### config.mk
export PLATFORM = sky130hd
export DESIGN_NAME = eusc_div
export DESIGN_NICKNAME = d
export VERILOG_FILES = /design/src/rtl/eusc_pkg.sv /design/src/rtl/eusc_div.sv
export SDC_FILE = /design/constraint.sdc
export NUM_CORES = 2
export LEC_CHECK = 0
export BUFFER_PORTS_ARGS = -buffer_cell sky130_fd_sc_hd__buf_2
export CORE_ASPECT_RATIO = 0.6
export CORE_UTILIZATION = 55
export DETAILED_ROUTE_END_ITERATION = 10
export HOLD_SLACK_MARGIN = 0.02
export PLACE_DENSITY = 0.71
export SETUP_SLACK_MARGIN = 0.15
export SYNTH_ARGS = -nofsm -noshare
export SYNTH_HDL_FRONTEND = slang
export SYNTH_SLANG_ARGS = --single-unit
export TNS_END_PERCENT = 10
### constraint.sdc
create_clock -name i_clk -period 5.4 [get_ports i_clk]
set_input_delay 0.27 -clock i_clk [delete_from_list [all_inputs] [get_ports i_clk]]
set_output_delay 0.27 -clock i_clk [all_outputs]
set_load 0.1 [all_outputs]
### src/rtl/eusc_pkg.sv
// ---------------------------------------------------------------------------
// eusc_pkg: shared types and constants for EU scaling
// Fraction format, sideband struct and register indexes.
// ---------------------------------------------------------------------------
package eusc_pkg;

    localparam int FRAC_BITS = 24;            // fraction bits, 1.0 = 2^FRAC_BITS
    localparam int FW        = FRAC_BITS + 1; // fraction width including 1.0
    localparam int DW        = 32;            // data word width

    typedef enum logic [2:0] {
        CFG_RAW_LOW   = 3'd0,
        CFG_RAW_HIGH  = 3'd1,
        CFG_EU_LOW    = 3'd2,
        CFG_EU_HIGH   = 3'd3,
        CFG_SQRT_MODE = 3'd4
    } t_cfg_idx;

    // travels alongside each item
    typedef struct packed {
        logic vld;
        logic rev;
        logic zs;
        logic sq;
    } t_side;

    // span values derived from configuration, used at the output end
    typedef struct packed {
        logic signed [DW-1:0] eu_lo;
        logic signed [DW-1:0] eu_hi;
        logic signed [DW-1:0] raw_lo;
        logic [DW-1:0]        eu_mag;
        logic                 eu_neg;
        logic [DW-1:0]        raw_mag;
        logic                 raw_neg;
    } t_span;

endpackage

### src/rtl/eusc_div.sv
// ---------------------------------------------------------------------------
// eusc_div: pipelined fraction divider
// One quotient bit per stage, restoring, FRAC_BITS stages.
// ---------------------------------------------------------------------------
module eusc_div import eusc_pkg::*; (
    input  logic          i_clk,
    input  logic          i_rst_n,
    input  t_side         i_side,
    input  logic          i_full,
    input  logic [DW-1:0] i_num,
    input  logic [DW-1:0] i_den,
    output t_side         o_side,
    output logic [FW-1:0] o_frac
);

    t_side                w_side [FRAC_BITS+1];
    logic                 w_full [FRAC_BITS+1];
    logic [DW-1:0]        w_rem  [FRAC_BITS+1];
    logic [DW-1:0]        w_den  [FRAC_BITS+1];
    logic [FRAC_BITS-1:0] w_q    [FRAC_BITS+1];

    assign w_side[0] = i_side;
    assign w_full[0] = i_full;
    assign w_rem[0]  = i_num;
    assign w_den[0]  = i_den;
    assign w_q[0]    = '0;

    for (genvar k = 0; k < FRAC_BITS; k++) begin : g_stage
        logic [DW:0]   n_t;
        logic          n_ge;
        logic [DW-1:0] n_rem;
        logic [DW-1:0] r_rem;
        logic [DW-1:0] r_den;
        logic [FRAC_BITS-1:0] r_q;
        logic          r_full;
        t_side         r_side;

        always_comb begin
            n_t   = {w_rem[k], 1'b0};
            n_ge  = n_t >= {1'b0, w_den[k]};
            n_rem = n_ge ? DW'(n_t - {1'b0, w_den[k]}) : n_t[DW-1:0];
        end

        always_ff @(posedge i_clk) begin
            if (!i_rst_n) begin
                r_side.vld <= 1'b0;
            end else begin
                r_side.vld <= w_side[k].vld;
            end
            r_side.rev <= w_side[k].rev;
            r_side.zs  <= w_side[k].zs;
            r_side.sq  <= w_side[k].sq;
            r_full     <= w_full[k];
            r_rem      <= n_rem;
            r_den      <= w_den[k];
            r_q        <= {w_q[k][FRAC_BITS-2:0], n_ge};
        end

        assign w_side[k+1] = r_side;
        assign w_full[k+1] = r_full;
        assign w_rem[k+1]  = r_rem;
        assign w_den[k+1]  = r_den;
        assign w_q[k+1]    = r_q;
    end

    assign o_side = w_side[FRAC_BITS];
    assign o_frac = w_full[FRAC_BITS] ? FW'(1) << FRAC_BITS
                                      : {1'b0, w_q[FRAC_BITS]};

endmodule

==> results.toml <==
[placement]
gp_congestion = 1.01
dp_cells = 11234
hpwl_mm = 190
io_buffers = 99
dp_slack_ns = 0.648

[synthesis]
synth_area_mm2 = 0.0858
synth-edff-count = 0
synth_most_common_cell = "dfxtp_1"
synthCells = 9231
synth_top_area_cell = "dfxtp_1"
synthesis.nets = 10092
synth_seq_cells = 1892
ys_warn_count = 0
ys_seq_area_frac = 0.442
ys_types = 83
synth_top_area_share = 0.442
syn_avg_cell_area_um2 = 9.29
synth_common_cells = "1,892 x dfxtp_1, 968 x inv_1, 770 x a21oi_1"
yosys_most_used_dff = "dfxtp_1"
async_reset_ff_frac = 0
synth_area_leaders = "dfxtp_1 44%, ha_1 11%, a21oi_1 4.5%"

[routing]
route.detailed.drc = 0
wl_mm = 240
wl_per_cell_um = 20.6
via_per_inst = 5.73
antenna_left = 0
drtIter0Drc = 7725
routed-via-count = 66600
firstDrtPassIters = 8

[timing]
hold_violations = 0
max_freq_mhz = 196
rsz0062_at_grt = "no"
setup_tns_ns = 0
fin_skew_ns = 0.0434
worst_slew_pin_slew_ns = 1.48
min_period_ns = 5.10
slew-limit-headroom = 0.00626
setup_viol = 0
fin_ws_ns = 0.300
drv_slew = 0
min_period_over_period = 0.944

[clock_network]
clk_pin_slew_ns = 0.07
cts_hold_buf = 70
insertion_delay_ns = 0.85
cts_num_sinks = 1892
cts_tree = "done"
cts.path.max_buffers = 3
cts_resized = 0
cts_root_buf = "clkbuf_16"
post_cts_buffers = 0
cts_buffers = 171
htreeDepth = 4

[cells_and_area]
area_growth_pct = 11.6
multi_input_area_mm2 = 0.0437
finalNetCount = 10305
fillers = 12808
drive_above_1_share = 0.0863
seqCellArea_mm2 = 0.0379
instances_no_fill = 11626

[setup_path]
worstSetupStartpointType = "register"
cp_data_arrival_time_ns = 5.79
cp-end-kind = "register"
crit_fanout = 30
cp.required_ns = 6.09
crit_type = "reg -> reg"

[floorplan]
initial_utilization = 0.558
row_count = 111
die_x_um = 512
dieArea_mm2 = 0.158
ios = 100
core_mm2 = 0.154
die_y_um = 308

[flow_run]
maxCapViolCount = 1

[global_routing]
grtUsageTotal = 0.299
antenna_found_initial = 10
grt_overflow = 0
grt_pass1_vias = 60135
grt_pass1_wl_mm = 364
grt_max_degree = 62

[outcome]
status = "finished, violations left"
violations = "capacitance limit"

[power_and_ir_drop]
p_per_area_mw_per_mm2 = 726
p_leak_nw = 44.4
ir_drop_mv = 0.412

[worst_hold_path]
holdCritPathClass = "in -> reg"
[cells by family (layout without fill, tap and decap cells)]
group | count (synthesis) | in the layout | share of synthesized area
AOI/OAI and AO/OA | 2420 | 2420 | 0.175
and+or+nand+nor | 2043 | 2043 | 0.114
DFF | 1892 | 1892 | 0.442
buffers and inverters | 1180 | 1530 | 0.0522
adders and majority gates | 790 | 790 | 0.117
xor gates and xnor gates | 613 | 613 | 0.0626
muxes | 293 | 293 | 0.0383
other | 0 | 11 | 0
[report_power, final]
part	switching (mW)	internal (mW)	total, mW
sequential	2.31	18.5	20.9
combinational	21.1	14.7	35.8
clock	5.74	7.09	12.8
[cells in the final DEF (no fill, tap or decap), drive strengths merged, types with 181 or more instances in the layout]
| cell | count |
|---|---|
| a21o | 351 |
| a21oi | 770 |
| buf | 181 |
| clkbuf | 235 |
| dfxtp | 1892 |
| ha | 767 |
| inv | 971 |
| mux2 | 279 |
| nand2 | 627 |
| nor2 | 515 |
| o21ai | 633 |
| xnor2 | 374 |
| xor2 | 239 |
[sequential cells by signal, summed over array words and instances (netlist names)]
signal	cells
g_stage.r_den	736
g_stage.r_full	24
g_stage.r_q	300
g_stage.r_rem	736
g_stage.r_side	92
o_side	4
[worst paths after layout]
path                                       startpoint                    to  slack [ns]  cells past startpoint
worst max-delay path            g_stage[13].r_den[26]  g_stage[14].r_rem[7]        0.30                     14
worst min-delay path                        i_side[2]  g_stage[0].r_side[2]        0.08                      2
worst max register to register  g_stage[13].r_den[26]  g_stage[14].r_rem[7]        0.30                     14
worst min register to register    g_stage[17].r_q[15]   g_stage[18].r_q[16]        0.32                      0
[final cells by class]
class                      instances  share of cell area
multi-input combinational       6159               0.456
sequential                      1892               0.396
clock buffer                     235              0.0508
inverter                         969              0.0380
tap                             2034              0.0266
timing repair buffer             251              0.0205
clock inverter                    75              0.0121
antenna                           11            0.000288
[layer usage]
metal  track usage  vias up  share of wire
met3         0.127      174           0.14
li1              -    32282              -
met2         0.292     2607           0.28
met4        0.0414        6         0.0083
met5             0        -        0.00015
met1         0.532    31531           0.57
[stage by stage]
stage	instance area, um2	utilization	hold slack (ns)	power [mW]
after floorplan	85800	-	0.298	45.5
after global routing	95700	0.623	0.0377	73.8
after global placement	89000	0.579	0.310	54.3
after detailed placement	89000	0.579	0.312	55.1
final	95700	0.623	0.0757	69.5
after CTS	95700	0.622	0.0224	68.4
[critical path, stage by stage (launching register included)]
cell,delay [ns]
dfxtp_1,0.35
inv_1,0.05
ha_1,0.35
nand2_1,0.12
nor2_1,0.25
and3_1,0.28
nand2_1,0.46
or4_1,0.91
o21ai_0,0.96
nor3_1,0.20
o2bb2ai_4,0.37
buf_12,0.29
buf_4,0.17
nand2_1,0.06
o21ai_0,0.08
No activity file was read; power rests on OpenSTA's default activity.
