--- src/rtl/eusc_pkg.sv ---
// ---------------------------------------------------------------------------
// eusc_pkg: shared types and constants for EU scaling
// Fraction format, sideband struct and register indexes.
// ---------------------------------------------------------------------------
package eusc_pkg;

    localparam int FRAC_BITS = 24;            // fraction bits, 1.0 = 2^FRAC_BITS
    localparam int FW        = FRAC_BITS + 1; // fraction width including 1.0
    localparam int DW        = 32;            // data word width

    typedef enum logic [2:0] {
        CFG_RAW_LOW   = 3'd0,
        CFG_RAW_HIGH  = 3'd1,
        CFG_EU_LOW    = 3'd2,
        CFG_EU_HIGH   = 3'd3,
        CFG_SQRT_MODE = 3'd4
    } t_cfg_idx;

    // travels alongside each item
    typedef struct packed {
        logic vld;
        logic rev;
        logic zs;
        logic sq;
    } t_side;

    // span values derived from configuration, used at the output end
    typedef struct packed {
        logic signed [DW-1:0] eu_lo;
        logic signed [DW-1:0] eu_hi;
        logic signed [DW-1:0] raw_lo;
        logic [DW-1:0]        eu_mag;
        logic                 eu_neg;
        logic [DW-1:0]        raw_mag;
        logic                 raw_neg;
    } t_span;

endpackage

--- src/rtl/eusc_map.sv ---
// ---------------------------------------------------------------------------
// eusc_map: square, span multiply, offset and clamp
// Three stages: square, multiply, add and clamp into the output register.
// ---------------------------------------------------------------------------
module eusc_map import eusc_pkg::*; (
    input  logic                 i_clk,
    input  logic                 i_rst_n,
    input  t_side                i_side,
    input  logic [FW-1:0]        i_frac,
    input  t_span                i_span,
    output logic                 o_valid,
    output logic signed [DW-1:0] o_value,
    output logic                 o_zs
);

    localparam int PW = FW + DW;

    // stage A: square for reverse sqrt mode
    logic [2*FW-1:0] n_sqr;
    t_side           r_a_side;
    logic [FW-1:0]   r_a_f;

    assign n_sqr = i_frac * i_frac;

    always_ff @(posedge i_clk) begin
        if (!i_rst_n) begin
            r_a_side.vld <= 1'b0;
        end else begin
            r_a_side.vld <= i_side.vld;
        end
        r_a_side.rev <= i_side.rev;
        r_a_side.zs  <= i_side.zs;
        r_a_side.sq  <= i_side.sq;
        r_a_f        <= (i_side.sq && i_side.rev) ? n_sqr[FRAC_BITS +: FW] : i_frac;
    end

    // stage B: fraction times span magnitude
    logic [DW-1:0] n_mag;
    t_side         r_b_side;
    logic [PW-1:0] r_b_prod;

    assign n_mag = r_a_side.rev ? i_span.raw_mag : i_span.eu_mag;

    always_ff @(posedge i_clk) begin
        if (!i_rst_n) begin
            r_b_side.vld <= 1'b0;
        end else begin
            r_b_side.vld <= r_a_side.vld;
        end
        r_b_side.rev <= r_a_side.rev;
        r_b_side.zs  <= r_a_side.zs;
        r_b_side.sq  <= r_a_side.sq;
        r_b_prod     <= r_a_f * n_mag;
    end

    // stage C: add to base, forward clamps (low then high); zero span gives the base
    logic signed [DW+1:0] n_off;
    logic signed [DW+1:0] n_base;
    logic signed [DW+1:0] n_res;
    logic                 n_neg;

    always_comb begin
        n_off  = {2'b00, r_b_prod[FRAC_BITS +: DW]};
        n_base = r_b_side.rev ? (DW+2)'(i_span.raw_lo) : (DW+2)'(i_span.eu_lo);
        n_neg  = r_b_side.rev ? i_span.raw_neg : i_span.eu_neg;
        n_res  = n_neg ? n_base - n_off : n_base + n_off;
        if (!r_b_side.rev) begin
            if (n_res < (DW+2)'(i_span.eu_lo)) n_res = (DW+2)'(i_span.eu_lo);
            if (n_res > (DW+2)'(i_span.eu_hi)) n_res = (DW+2)'(i_span.eu_hi);
        end
        if (r_b_side.zs) n_res = n_base;
    end

    always_ff @(posedge i_clk) begin
        if (!i_rst_n) begin
            o_valid <= 1'b0;
        end else begin
            o_valid <= r_b_side.vld;
        end
        o_value <= n_res[DW-1:0];
        o_zs    <= r_b_side.zs;
    end

endmodule

--- config.mk ---
export PLATFORM = sky130hd
export DESIGN_NAME = eusc_map
export DESIGN_NICKNAME = d
export VERILOG_FILES = /design/src/rtl/eusc_pkg.sv /design/src/rtl/eusc_map.sv
export SDC_FILE = /design/constraint.sdc
export NUM_CORES = 2
export LEC_CHECK = 0
export ABC_AREA = 1
export BUFFER_PORTS_ARGS = -buffer_cell sky130_fd_sc_hd__buf_2
export CAP_MARGIN = 15
export CELL_PAD_IN_SITES_DETAIL_PLACEMENT = 1
export CELL_PAD_IN_SITES_GLOBAL_PLACEMENT = 1
export CORE_MARGIN = 2
export CORE_UTILIZATION = 35
export DETAILED_ROUTE_END_ITERATION = 16
export PLACE_DENSITY_LB_ADDON = 0.1
export SLEW_MARGIN = 20
export SYNTH_ARGS = -nofsm -noshare
export SYNTH_HDL_FRONTEND = slang
export SYNTH_SLANG_ARGS = --single-unit
--- constraint.sdc ---
create_clock -name i_clk -period 7.8 [get_ports i_clk]
set_input_delay 0.78 -clock i_clk [delete_from_list [all_inputs] [get_ports i_clk]]
set_output_delay 0.78 -clock i_clk [all_outputs]
set_load 0.01 [all_outputs]
==> summary.txt <==
Outcome = completed
Max-cap violation count = 0
Vias in the first global route = 51.2k
First DRT Iteration DRCs = 1939
Post-synth top area share = 0.434
CP max FO = 32
IO Port Bufs = 226
Worst endpoint required time = 8.11 ns
Ys flop type = dfxtp_1
Hpwl dp = 170 mm
Worst hold path class = flip-flop to flip-flop
Clk buf depth = 2
Final Cycle Share = 0.961
Largest net degree at the start of global routing = 91
Final instance area = 58500 µm²
Crit path DAT = 7.81 ns
Cell taking the most area after synthesis = fa_1
Commonest non-fill, non-tap cell in the layout = inv_1
Core area = 150000 µm²
Vias/cell = 4.83
Synthesized flop and latch total = 97
CTS tree = done
DRC = 0
Fraction of layout cells with a size suffix above 1 = 0.0862
CTS buffer count = 9
Area occupied by multi-input gates = 43400 µm²
Root Driver = clkbuf_16
Library cells used by synthesis = 49
Synth Area per Inst = 7.50 µm²
Final Util = 0.389
Area of placed instances = 57800 µm²
Post-synthesis sequential area ratio = 0.0366
Syn Nets = 8889
Site row count = 142
DR pass1 iterations = 5
Die H = 393 µm
Number of nets in the layout = 9139
Chip width = 393 µm
Worst-Margin Slew = 0.891 ns
Worst setup margin = 0.307 ns
Initial antenna violation count = 4
P&R area growth vs syn = 10.1%
Syn Inst Count = 7079
Final setup TNS = 0 ns
Post-synth ARST share = 0
Register area = 1950 µm²
CP Class = flip-flop to flip-flop
Layout filler cell count = 18.7k
Setup crit end kind = flip-flop
Hold Buf Count CTS = 0
Final Max Slew Viols = 0
Final Hold Fails = 0
Wirelength, routed = 196 mm
Skew final = 0.0561 ns
Commonest non-fill, non-tap cells in the layout = inv_1, nand2_1, fa_1, nor2_1, ha_1
Yosys warnings = 0
Wire per inst = 20.9 µm
I/O Pins = 227
GRT Resource Usage Total = 0.258
Antenna viol nets, final = 0
Max-slew headroom at the worst pin = 0.405
DP Worst Slack = -0.291 ns
Total die area = 155000 µm²
Final setup viols = 0
Post-synth EDFFs = 0
Main area contributors after synthesis = fa_1, inv_1, nand2_1, ha_1, nor2_1
Post-layout minimum cycle time = 7.49 ns
Clock transition at path regs = 0.13 ns
CTS sink count = 97
Type of origin of the critical path = flip-flop
Routability Congestion = 0.906
Clock latency at the later pin of the worst-skew pair = 0.47 ns
First-pass GRT wire length = 307 mm
Netlist area before placement = 53100 µm²
H-Tree Depth = 3
Gr ovfl total = 0
Vias = 45.1k
FMAX = 133 MHz
Initial cell density of the core = 0.354
==> path summary, 6_finish.rpt <==
check / to / cells past startpoint / startpoint / slack [ns]
setup / recovery: r_b_prod[48] / 24 / r_a_side[2] / 0.31
hold / removal: r_b_side[1] / 0 / r_a_side[1] / 0.35
setup reg to reg: r_b_prod[48] / 24 / r_a_side[2] / 0.31
hold reg to reg: r_b_side[1] / 0 / r_a_side[1] / 0.35
==> final cells by class <==
class,count,area share
clock inverters,7,0.00107
multi-input cells,4867,0.742
inverters,1890,0.122
clock buffers,9,0.00385
flip-flops and latches,97,0.0333
repair buffers,464,0.0546
well taps,2016,0.0431
diodes,1,0.0000428
==> Yosys cell counts, types with 2 or more instances <==
master	count
o211ai_1	3
or2_2	69
nand4_1	26
nor3_1	37
nor2_1	615
o21bai_1	22
nand3b_1	13
fa_1	1151
inv_2	2
xnor2_1	35
dfxtp_1	97
and2_1	32
buf_1	9
clkbuf_1	202
nand3_1	163
a21o_1	22
nand3_2	3
o31ai_1	5
clkinv_1	29
and3_1	4
nand2b_1	2
o311ai_0	2
o2111ai_1	2
nor2_2	2
a211oi_1	3
xor2_1	60
a21boi_0	7
a21oi_1	193
ha_1	466
nand2_2	9
o21ai_0	174
buf_6	4
nor4_1	14
nand2_1	1684
o21a_1	20
buf_4	3
inv_1	1859
a31oi_1	18
buf_2	8
==> layer usage <==
metal	vias up	GRT usage	routed length, µm
li1	21000	-	-
met1	23300	0.332	85500
met2	687	0.472	100000
met5	-	0	0
met3	169	0.0159	5170
met4	0	0.0591	4820
==> cells by family (layout without fill, tap and decap cells) <==
group / count (synthesis) / count (layout) / share of synthesized area
and+or+nand+nor: 2676 / 2677 / 0.203
buffers and inverters: 2116 / 2370 / 0.151
adders and majority gates: 1617 / 1617 / 0.544
AOI/OAI and AO/OA: 477 / 477 / 0.0500
DFF: 97 / 97 / 0.0366
xor gates and xnor gates: 95 / 95 / 0.0157
muxes: 1 / 1 / 0.000189
other: 0 / 1 / 0
==> worst max-delay path, stage by stage (launching register included) <==
cell and delay (ns):
dfxtp_1 0.45, buf_12 0.23, or2_2 0.14, nand2_1 0.15, clkinv_1 0.09, buf_4 0.27, nand2_1 0.12, fa_1 0.55
inv_1 0.06, fa_1 0.54, inv_1 0.07, fa_1 0.48, fa_1 0.62, fa_1 0.46, fa_1 0.50, inv_1 0.06
fa_1 0.47, ha_1 0.40, a21oi_1 0.24, o21ai_0 0.21, a21oi_1 0.21, o21ai_0 0.14, a21oi_2 0.33, o21ai_0 0.21
xor2_1 0.29
==> flip-flops by register name, indices dropped and copies added, names as in the netlist <==
name	flops
r_a_side	3
o_valid	1
r_b_side	3
o_value	32
r_b_prod	32
r_a_f	25
o_zs	1
==> metrics by stage <==
stage               hold WS, ns  cells
floorplan                 0.310   7079
global placement          0.310   9323
detailed placement        0.332   9323
CTS                       0.353   9339
global route              0.358   9350
finish                    0.349   9351
==> what timing repair did <==
action / in CTS / in global routing
pin swaps: 0 / 18
endpoints found under the setup margin: 2 / 45
gates cloned: 0 / 5
buffers inserted: 0 / 6
gates resized for setup: 2 / 68
Power is left out: the tool's default activity adds up to more than one toggle a clock period on the data nets, which glitch-free logic cannot reach.
