File: config.mk
export PLATFORM = sky130hd
export DESIGN_NAME = eusc_sqrt
export DESIGN_NICKNAME = d
export VERILOG_FILES = /design/src/rtl/eusc_pkg.sv /design/src/rtl/eusc_sqrt.sv
export SDC_FILE = /design/constraint.sdc
export NUM_CORES = 2
export LEC_CHECK = 0
export BUFFER_PORTS_ARGS = -buffer_cell sky130_fd_sc_hd__buf_2
export CORE_MARGIN = 4
export CORE_UTILIZATION = 30
export CTS_CLUSTER_DIAMETER = 30
export DETAILED_ROUTE_END_ITERATION = 10
export RECOVER_POWER = 100
export SLEW_MARGIN = 15
export SYNTH_ARGS = -nofsm -noshare
export SYNTH_HDL_FRONTEND = slang
export SYNTH_SLANG_ARGS = --single-unit
File: constraint.sdc
create_clock -name i_clk -period 5 [get_ports i_clk]
set_input_delay 0.25 -clock i_clk [delete_from_list [all_inputs] [get_ports i_clk]]
set_output_delay 0.25 -clock i_clk [all_outputs]
set_load 0.02 [all_outputs]
File: src/rtl/eusc_pkg.sv
// ---------------------------------------------------------------------------
// eusc_pkg: shared types and constants for EU scaling
// Fraction format, sideband struct and register indexes.
// ---------------------------------------------------------------------------
package eusc_pkg;

    localparam int FRAC_BITS = 24;            // fraction bits, 1.0 = 2^FRAC_BITS
    localparam int FW        = FRAC_BITS + 1; // fraction width including 1.0
    localparam int DW        = 32;            // data word width

    typedef enum logic [2:0] {
        CFG_RAW_LOW   = 3'd0,
        CFG_RAW_HIGH  = 3'd1,
        CFG_EU_LOW    = 3'd2,
        CFG_EU_HIGH   = 3'd3,
        CFG_SQRT_MODE = 3'd4
    } t_cfg_idx;

    // travels alongside each item
    typedef struct packed {
        logic vld;
        logic rev;
        logic zs;
        logic sq;
    } t_side;

    // span values derived from configuration, used at the output end
    typedef struct packed {
        logic signed [DW-1:0] eu_lo;
        logic signed [DW-1:0] eu_hi;
        logic signed [DW-1:0] raw_lo;
        logic [DW-1:0]        eu_mag;
        logic                 eu_neg;
        logic [DW-1:0]        raw_mag;
        logic                 raw_neg;
    } t_span;

endpackage

File: src/rtl/eusc_sqrt.sv
// ---------------------------------------------------------------------------
// eusc_sqrt: pipelined square root of the fraction
// Two radicand bits per stage; root used only for forward sqrt mode.
// ---------------------------------------------------------------------------
module eusc_sqrt import eusc_pkg::*; (
    input  logic          i_clk,
    input  logic          i_rst_n,
    input  t_side         i_side,
    input  logic [FW-1:0] i_frac,
    output t_side         o_side,
    output logic [FW-1:0] o_frac
);

    localparam int XW = 2 * FRAC_BITS + 2;
    localparam int RW = FW + 2;

    t_side         w_side [FW+1];
    logic [FW-1:0] w_f    [FW+1];
    logic [FW-1:0] w_root [FW+1];
    logic [RW-1:0] w_rem  [FW+1];

    assign w_side[0] = i_side;
    assign w_f[0]    = i_frac;
    assign w_root[0] = '0;
    assign w_rem[0]  = '0;

    for (genvar k = 0; k < FW; k++) begin : g_stage
        logic [XW-1:0] n_x;
        logic [RW-1:0] n_sh;
        logic [RW-1:0] n_trial;
        logic          n_ge;
        t_side         r_side;
        logic [FW-1:0] r_f;
        logic [FW-1:0] r_root;
        logic [RW-1:0] r_rem;

        always_comb begin
            n_x     = {1'b0, w_f[k], {FRAC_BITS{1'b0}}};
            n_sh    = {w_rem[k][RW-3:0], n_x[XW-1-2*k -: 2]};
            n_trial = {w_root[k], 2'b01};
            n_ge    = n_sh >= n_trial;
        end

        always_ff @(posedge i_clk) begin
            if (!i_rst_n) begin
                r_side.vld <= 1'b0;
            end else begin
                r_side.vld <= w_side[k].vld;
            end
            r_side.rev <= w_side[k].rev;
            r_side.zs  <= w_side[k].zs;
            r_side.sq  <= w_side[k].sq;
            r_f        <= w_f[k];
            r_rem      <= n_ge ? RW'(n_sh - n_trial) : n_sh;
            r_root     <= {w_root[k][FW-2:0], n_ge};
        end

        assign w_side[k+1] = r_side;
        assign w_f[k+1]    = r_f;
        assign w_root[k+1] = r_root;
        assign w_rem[k+1]  = r_rem;
    end

    assign o_side = w_side[FW];
    assign o_frac = (w_side[FW].sq && !w_side[FW].rev) ? w_root[FW] : w_f[FW];

endmodule

==> key figures <==
Detailed routing
  • Via count: 35.1k
  • Final ANT Viol Nets: 0
  • DRT Pass-1 Iters: 5
  • Drt initial violations: 1402
  • WL/cell: 12.6 um
  • Residual DRC: 0
  • Avg Vias per Cell: 4.35
  • Final WL: 102 mm

Synth
  • Sequential area share after synthesis: 58.5%
  • Cell variety after synth: 79
  • Yosys Warn Count: 0
  • Yosys reg bits: 1575
  • Leading area contributor after synthesis: dfxtp_1
  • Most area-consuming cells after synthesis: dfxtp_1 (59%), ha_1 (7.6%), xor2_1 (3.5%)
  • Top cell type's share of synthesized area: 58.5%
  • Syn nets: 5400
  • Ys async rst share: 0%
  • Main synth FF type: dfxtp_1
  • Post-synth EDFFs: 0
  • Synth Instances: 5032
  • Synth Cell Area: 0.0539 mm^2
  • Syn_area_per_cell: 10.7 um^2

Place
  • Port Buffers: 59
  • DP HPWL: 72.0 mm
  • DP Area: 0.0570 mm^2
  • Worst slack, placed: 1.23 ns
  • Final GP Congestion: 0.860

Timing
  • Final min period: 4.27 ns
  • Setup TNS: 0 ns
  • Final Max Tran Viols: 62
  • Fin. Hold Viols: 0
  • Max Freq: 234 MHz
  • RSZ-0062 raised after global routing: false
  • Worst slew margin: -8.30%
  • Clk_skew: 0.0600 ns
  • Final setup viols: 0
  • Fin crit share: 85.3%
  • Final WS setup: 0.734 ns
  • Worst Tran Pin Value: 1.62 ns

Worst setup path
  • Critical path fanouts, max: 25
  • CP Launch Type: flop
  • Worst setup EP type: flop
  • CP arrival: 5.06 ns
  • Critical path class: reg -> reg
  • WP data required: 5.80 ns

Global routing
  • Initial antenna violation count: 3
  • GRT Resource Usage Total: 10.9%
  • Global-route wire length before repair: 171 mm
  • Pin count of the biggest net entering global routing: 44
  • GR Overflow Total: 0
  • Vias in the first global route: 36.0k

Cells and area
  • Share of cells above drive strength 1: 12.5%
  • Layout area overhead: 28.8%
  • # diodes: 0
  • Final Util: 38.9%
  • Final Net Count: 5805
  • Design Area, Final: 0.0694 mm^2

Die
  • Core Rows: 155
  • Core area: 0.178 mm^2
  • Die height: 432 um
  • Num ports: 60
  • Die Wd: 432 um
  • Starting Density: 30.2%
  • Die area: 0.186 mm^2

Clocking
  • Clock transition at path regs: 0.04 ns
  • Num CTS Buffers: 343
  • # resized after CTS: 0
  • Clock root cell: clkbuf_16
  • CTS H-tree lvls: 5
  • CTS max path bufs: 4
  • Clock sinks: 1575
  • CTS tree: done
  • Worst-skew pair later-pin latency: 0.89 ns

Power
  • Final Total Pwr: 43.0 mW
  • Pleak: 31.9 nW
  • PD cells: 619 mW/mm^2
  • Max IR drop VDD: 0.273 mV

Job
  • Max Cap Viol: 2

Status
  • Outcome: finished, violations left
  • Failing checks: capacitance limit, slew limit

Worst hold path
  • Hold WC Path Type: reg -> reg
==> power by group <==
part | switching (mW) | leakage (nW) | internal, mW
logic | 2.55 | 12.9 | 2.20
clock network | 6.77 | 5.76 | 15.9
registers | 1.17 | 13.2 | 14.4
total | 10.5 | 31.9 | 32.5
==> cells in the final DEF (no fill, tap or decap), types with 18 or more instances in the layout <==
| cell | n |
|---|---|
| a211oi_1 | 38 |
| a21o_1 | 126 |
| a21oi_1 | 262 |
| a31oi_1 | 23 |
| and2_1 | 21 |
| and3_1 | 26 |
| buf_2 | 37 |
| bufinv_16 | 50 |
| clkbuf_1 | 66 |
| clkbuf_16 | 349 |
| clkbuf_8 | 39 |
| clkinv_2 | 48 |
| clkinv_4 | 33 |
| clkinvlp_4 | 39 |
| dfxtp_1 | 1575 |
| dlygate4sd3_1 | 59 |
| ha_1 | 326 |
| inv_1 | 417 |
| inv_6 | 18 |
| mux2_2 | 58 |
| nand2_1 | 335 |
| nand2b_1 | 55 |
| nand3_1 | 71 |
| nand4_1 | 39 |
| nor2_1 | 276 |
| nor2b_1 | 33 |
| nor3_1 | 118 |
| nor4_1 | 56 |
| o21a_1 | 54 |
| o21ai_0 | 267 |
| o21bai_1 | 35 |
| o31ai_1 | 27 |
| or3_1 | 51 |
| or4_1 | 29 |
| xnor2_1 | 197 |
| xor2_1 | 214 |
==> cell families (layout without fill, tap and decap cells) <==
group,Yosys count,count (layout),share of synthesized area [%]
buffers and inverters,494,1165,3.44
DFF,1575,1575,58.5
other,1,1,0.00696
xor gates and xnor gates,411,411,6.68
adders and majority gates,337,337,7.98
and+or+nand+nor,1192,1192,10.8
muxes,73,73,1.51
AOI/OAI and AO/OA,949,949,11.0
==> state kept, by name (all words and copies together), names as in the netlist <==
name and flops:
g_stage.r_f 601, g_stage.r_rem 550, g_stage.r_root 324, g_stage.r_side 96, o_side 4
==> repair_timing <==
action / in CTS / in global routing
hold buffers: 59 / 0
buffers inserted: 0 / 0
endpoints found under the hold margin: 53 / 0
==> critical path, stage by stage (launching register included) <==
cell and delay (ns):
dfxtp_1 0.31, inv_1 0.04, ha_1 0.35, and3_1 0.21, a22oi_1 0.24, a22oi_1 0.17
a21o_1 0.22, a21oi_1 0.24, buf_4 0.17, nor2_1 0.05, nor3_2 0.09, clkbuf_1 0.80
clkinv_1 0.79, o2111ai_1 0.37, xnor2_1 0.14
==> through the flow <==
step	hold slack [ns]	instances
floorplan	0.278	5032
global placement	0.310	7388
detailed placement	0.312	7388
CTS	0.244	8058
global route	0.288	8058
finish	0.285	8058
==> Yosys cell counts, drive strengths merged (9+ instances only) <==
cell type,count
dfxtp,1575
inv,417
nand2,336
ha,326
nor2,277
o21ai,267
a21oi,262
xor2,214
xnor2,197
a21o,126
nor3,120
nand3,71
clkbuf,69
mux2,67
nor4,56
nand2b,55
o21a,54
or3,52
nand4,39
a211oi,38
o21bai,35
and2,34
nor2b,34
or4,29
o31ai,28
and3,26
a31oi,23
or2,14
nand3b,12
nor3b,12
fa,11
a21boi,10
a221oi,9
==> layer usage <==
layer  wire length, um  vias to the layer above  GRT usage, %  share of wire [%]
li1                  -                    18057             -                  -
met1             45100                    15952          12.7                 44
met2             47700                      708          18.2                 47
met3              4760                      348          2.75                4.7
met4              4270                        0          6.11                4.2
met5                 0                        -             0                  0
==> area by class of cell <==
cell class	instances	area, um^2
tap	2355	2950
clock inverter	192	2540
timing repair buffer	136	945
multi-input combinational	2963	20500
sequential	1575	31500
fill	17004	109000
clock buffer	419	9390
inverter	418	1570
==> path summary, 6_finish.rpt <==
kind	startpoint	end	slack (ns)	cells after the start
worst min register to register	g_stage[13].r_f[12]	g_stage[14].r_f[12]	0.29	0
worst max register to register	g_stage[18].r_root[2]	g_stage[19].r_rem[22]	0.73	14
worst max-delay path	g_stage[18].r_root[2]	g_stage[19].r_rem[22]	0.73	14
worst min-delay path	g_stage[13].r_f[12]	g_stage[14].r_f[12]	0.29	0
Power figures use the tool's default switching activity.
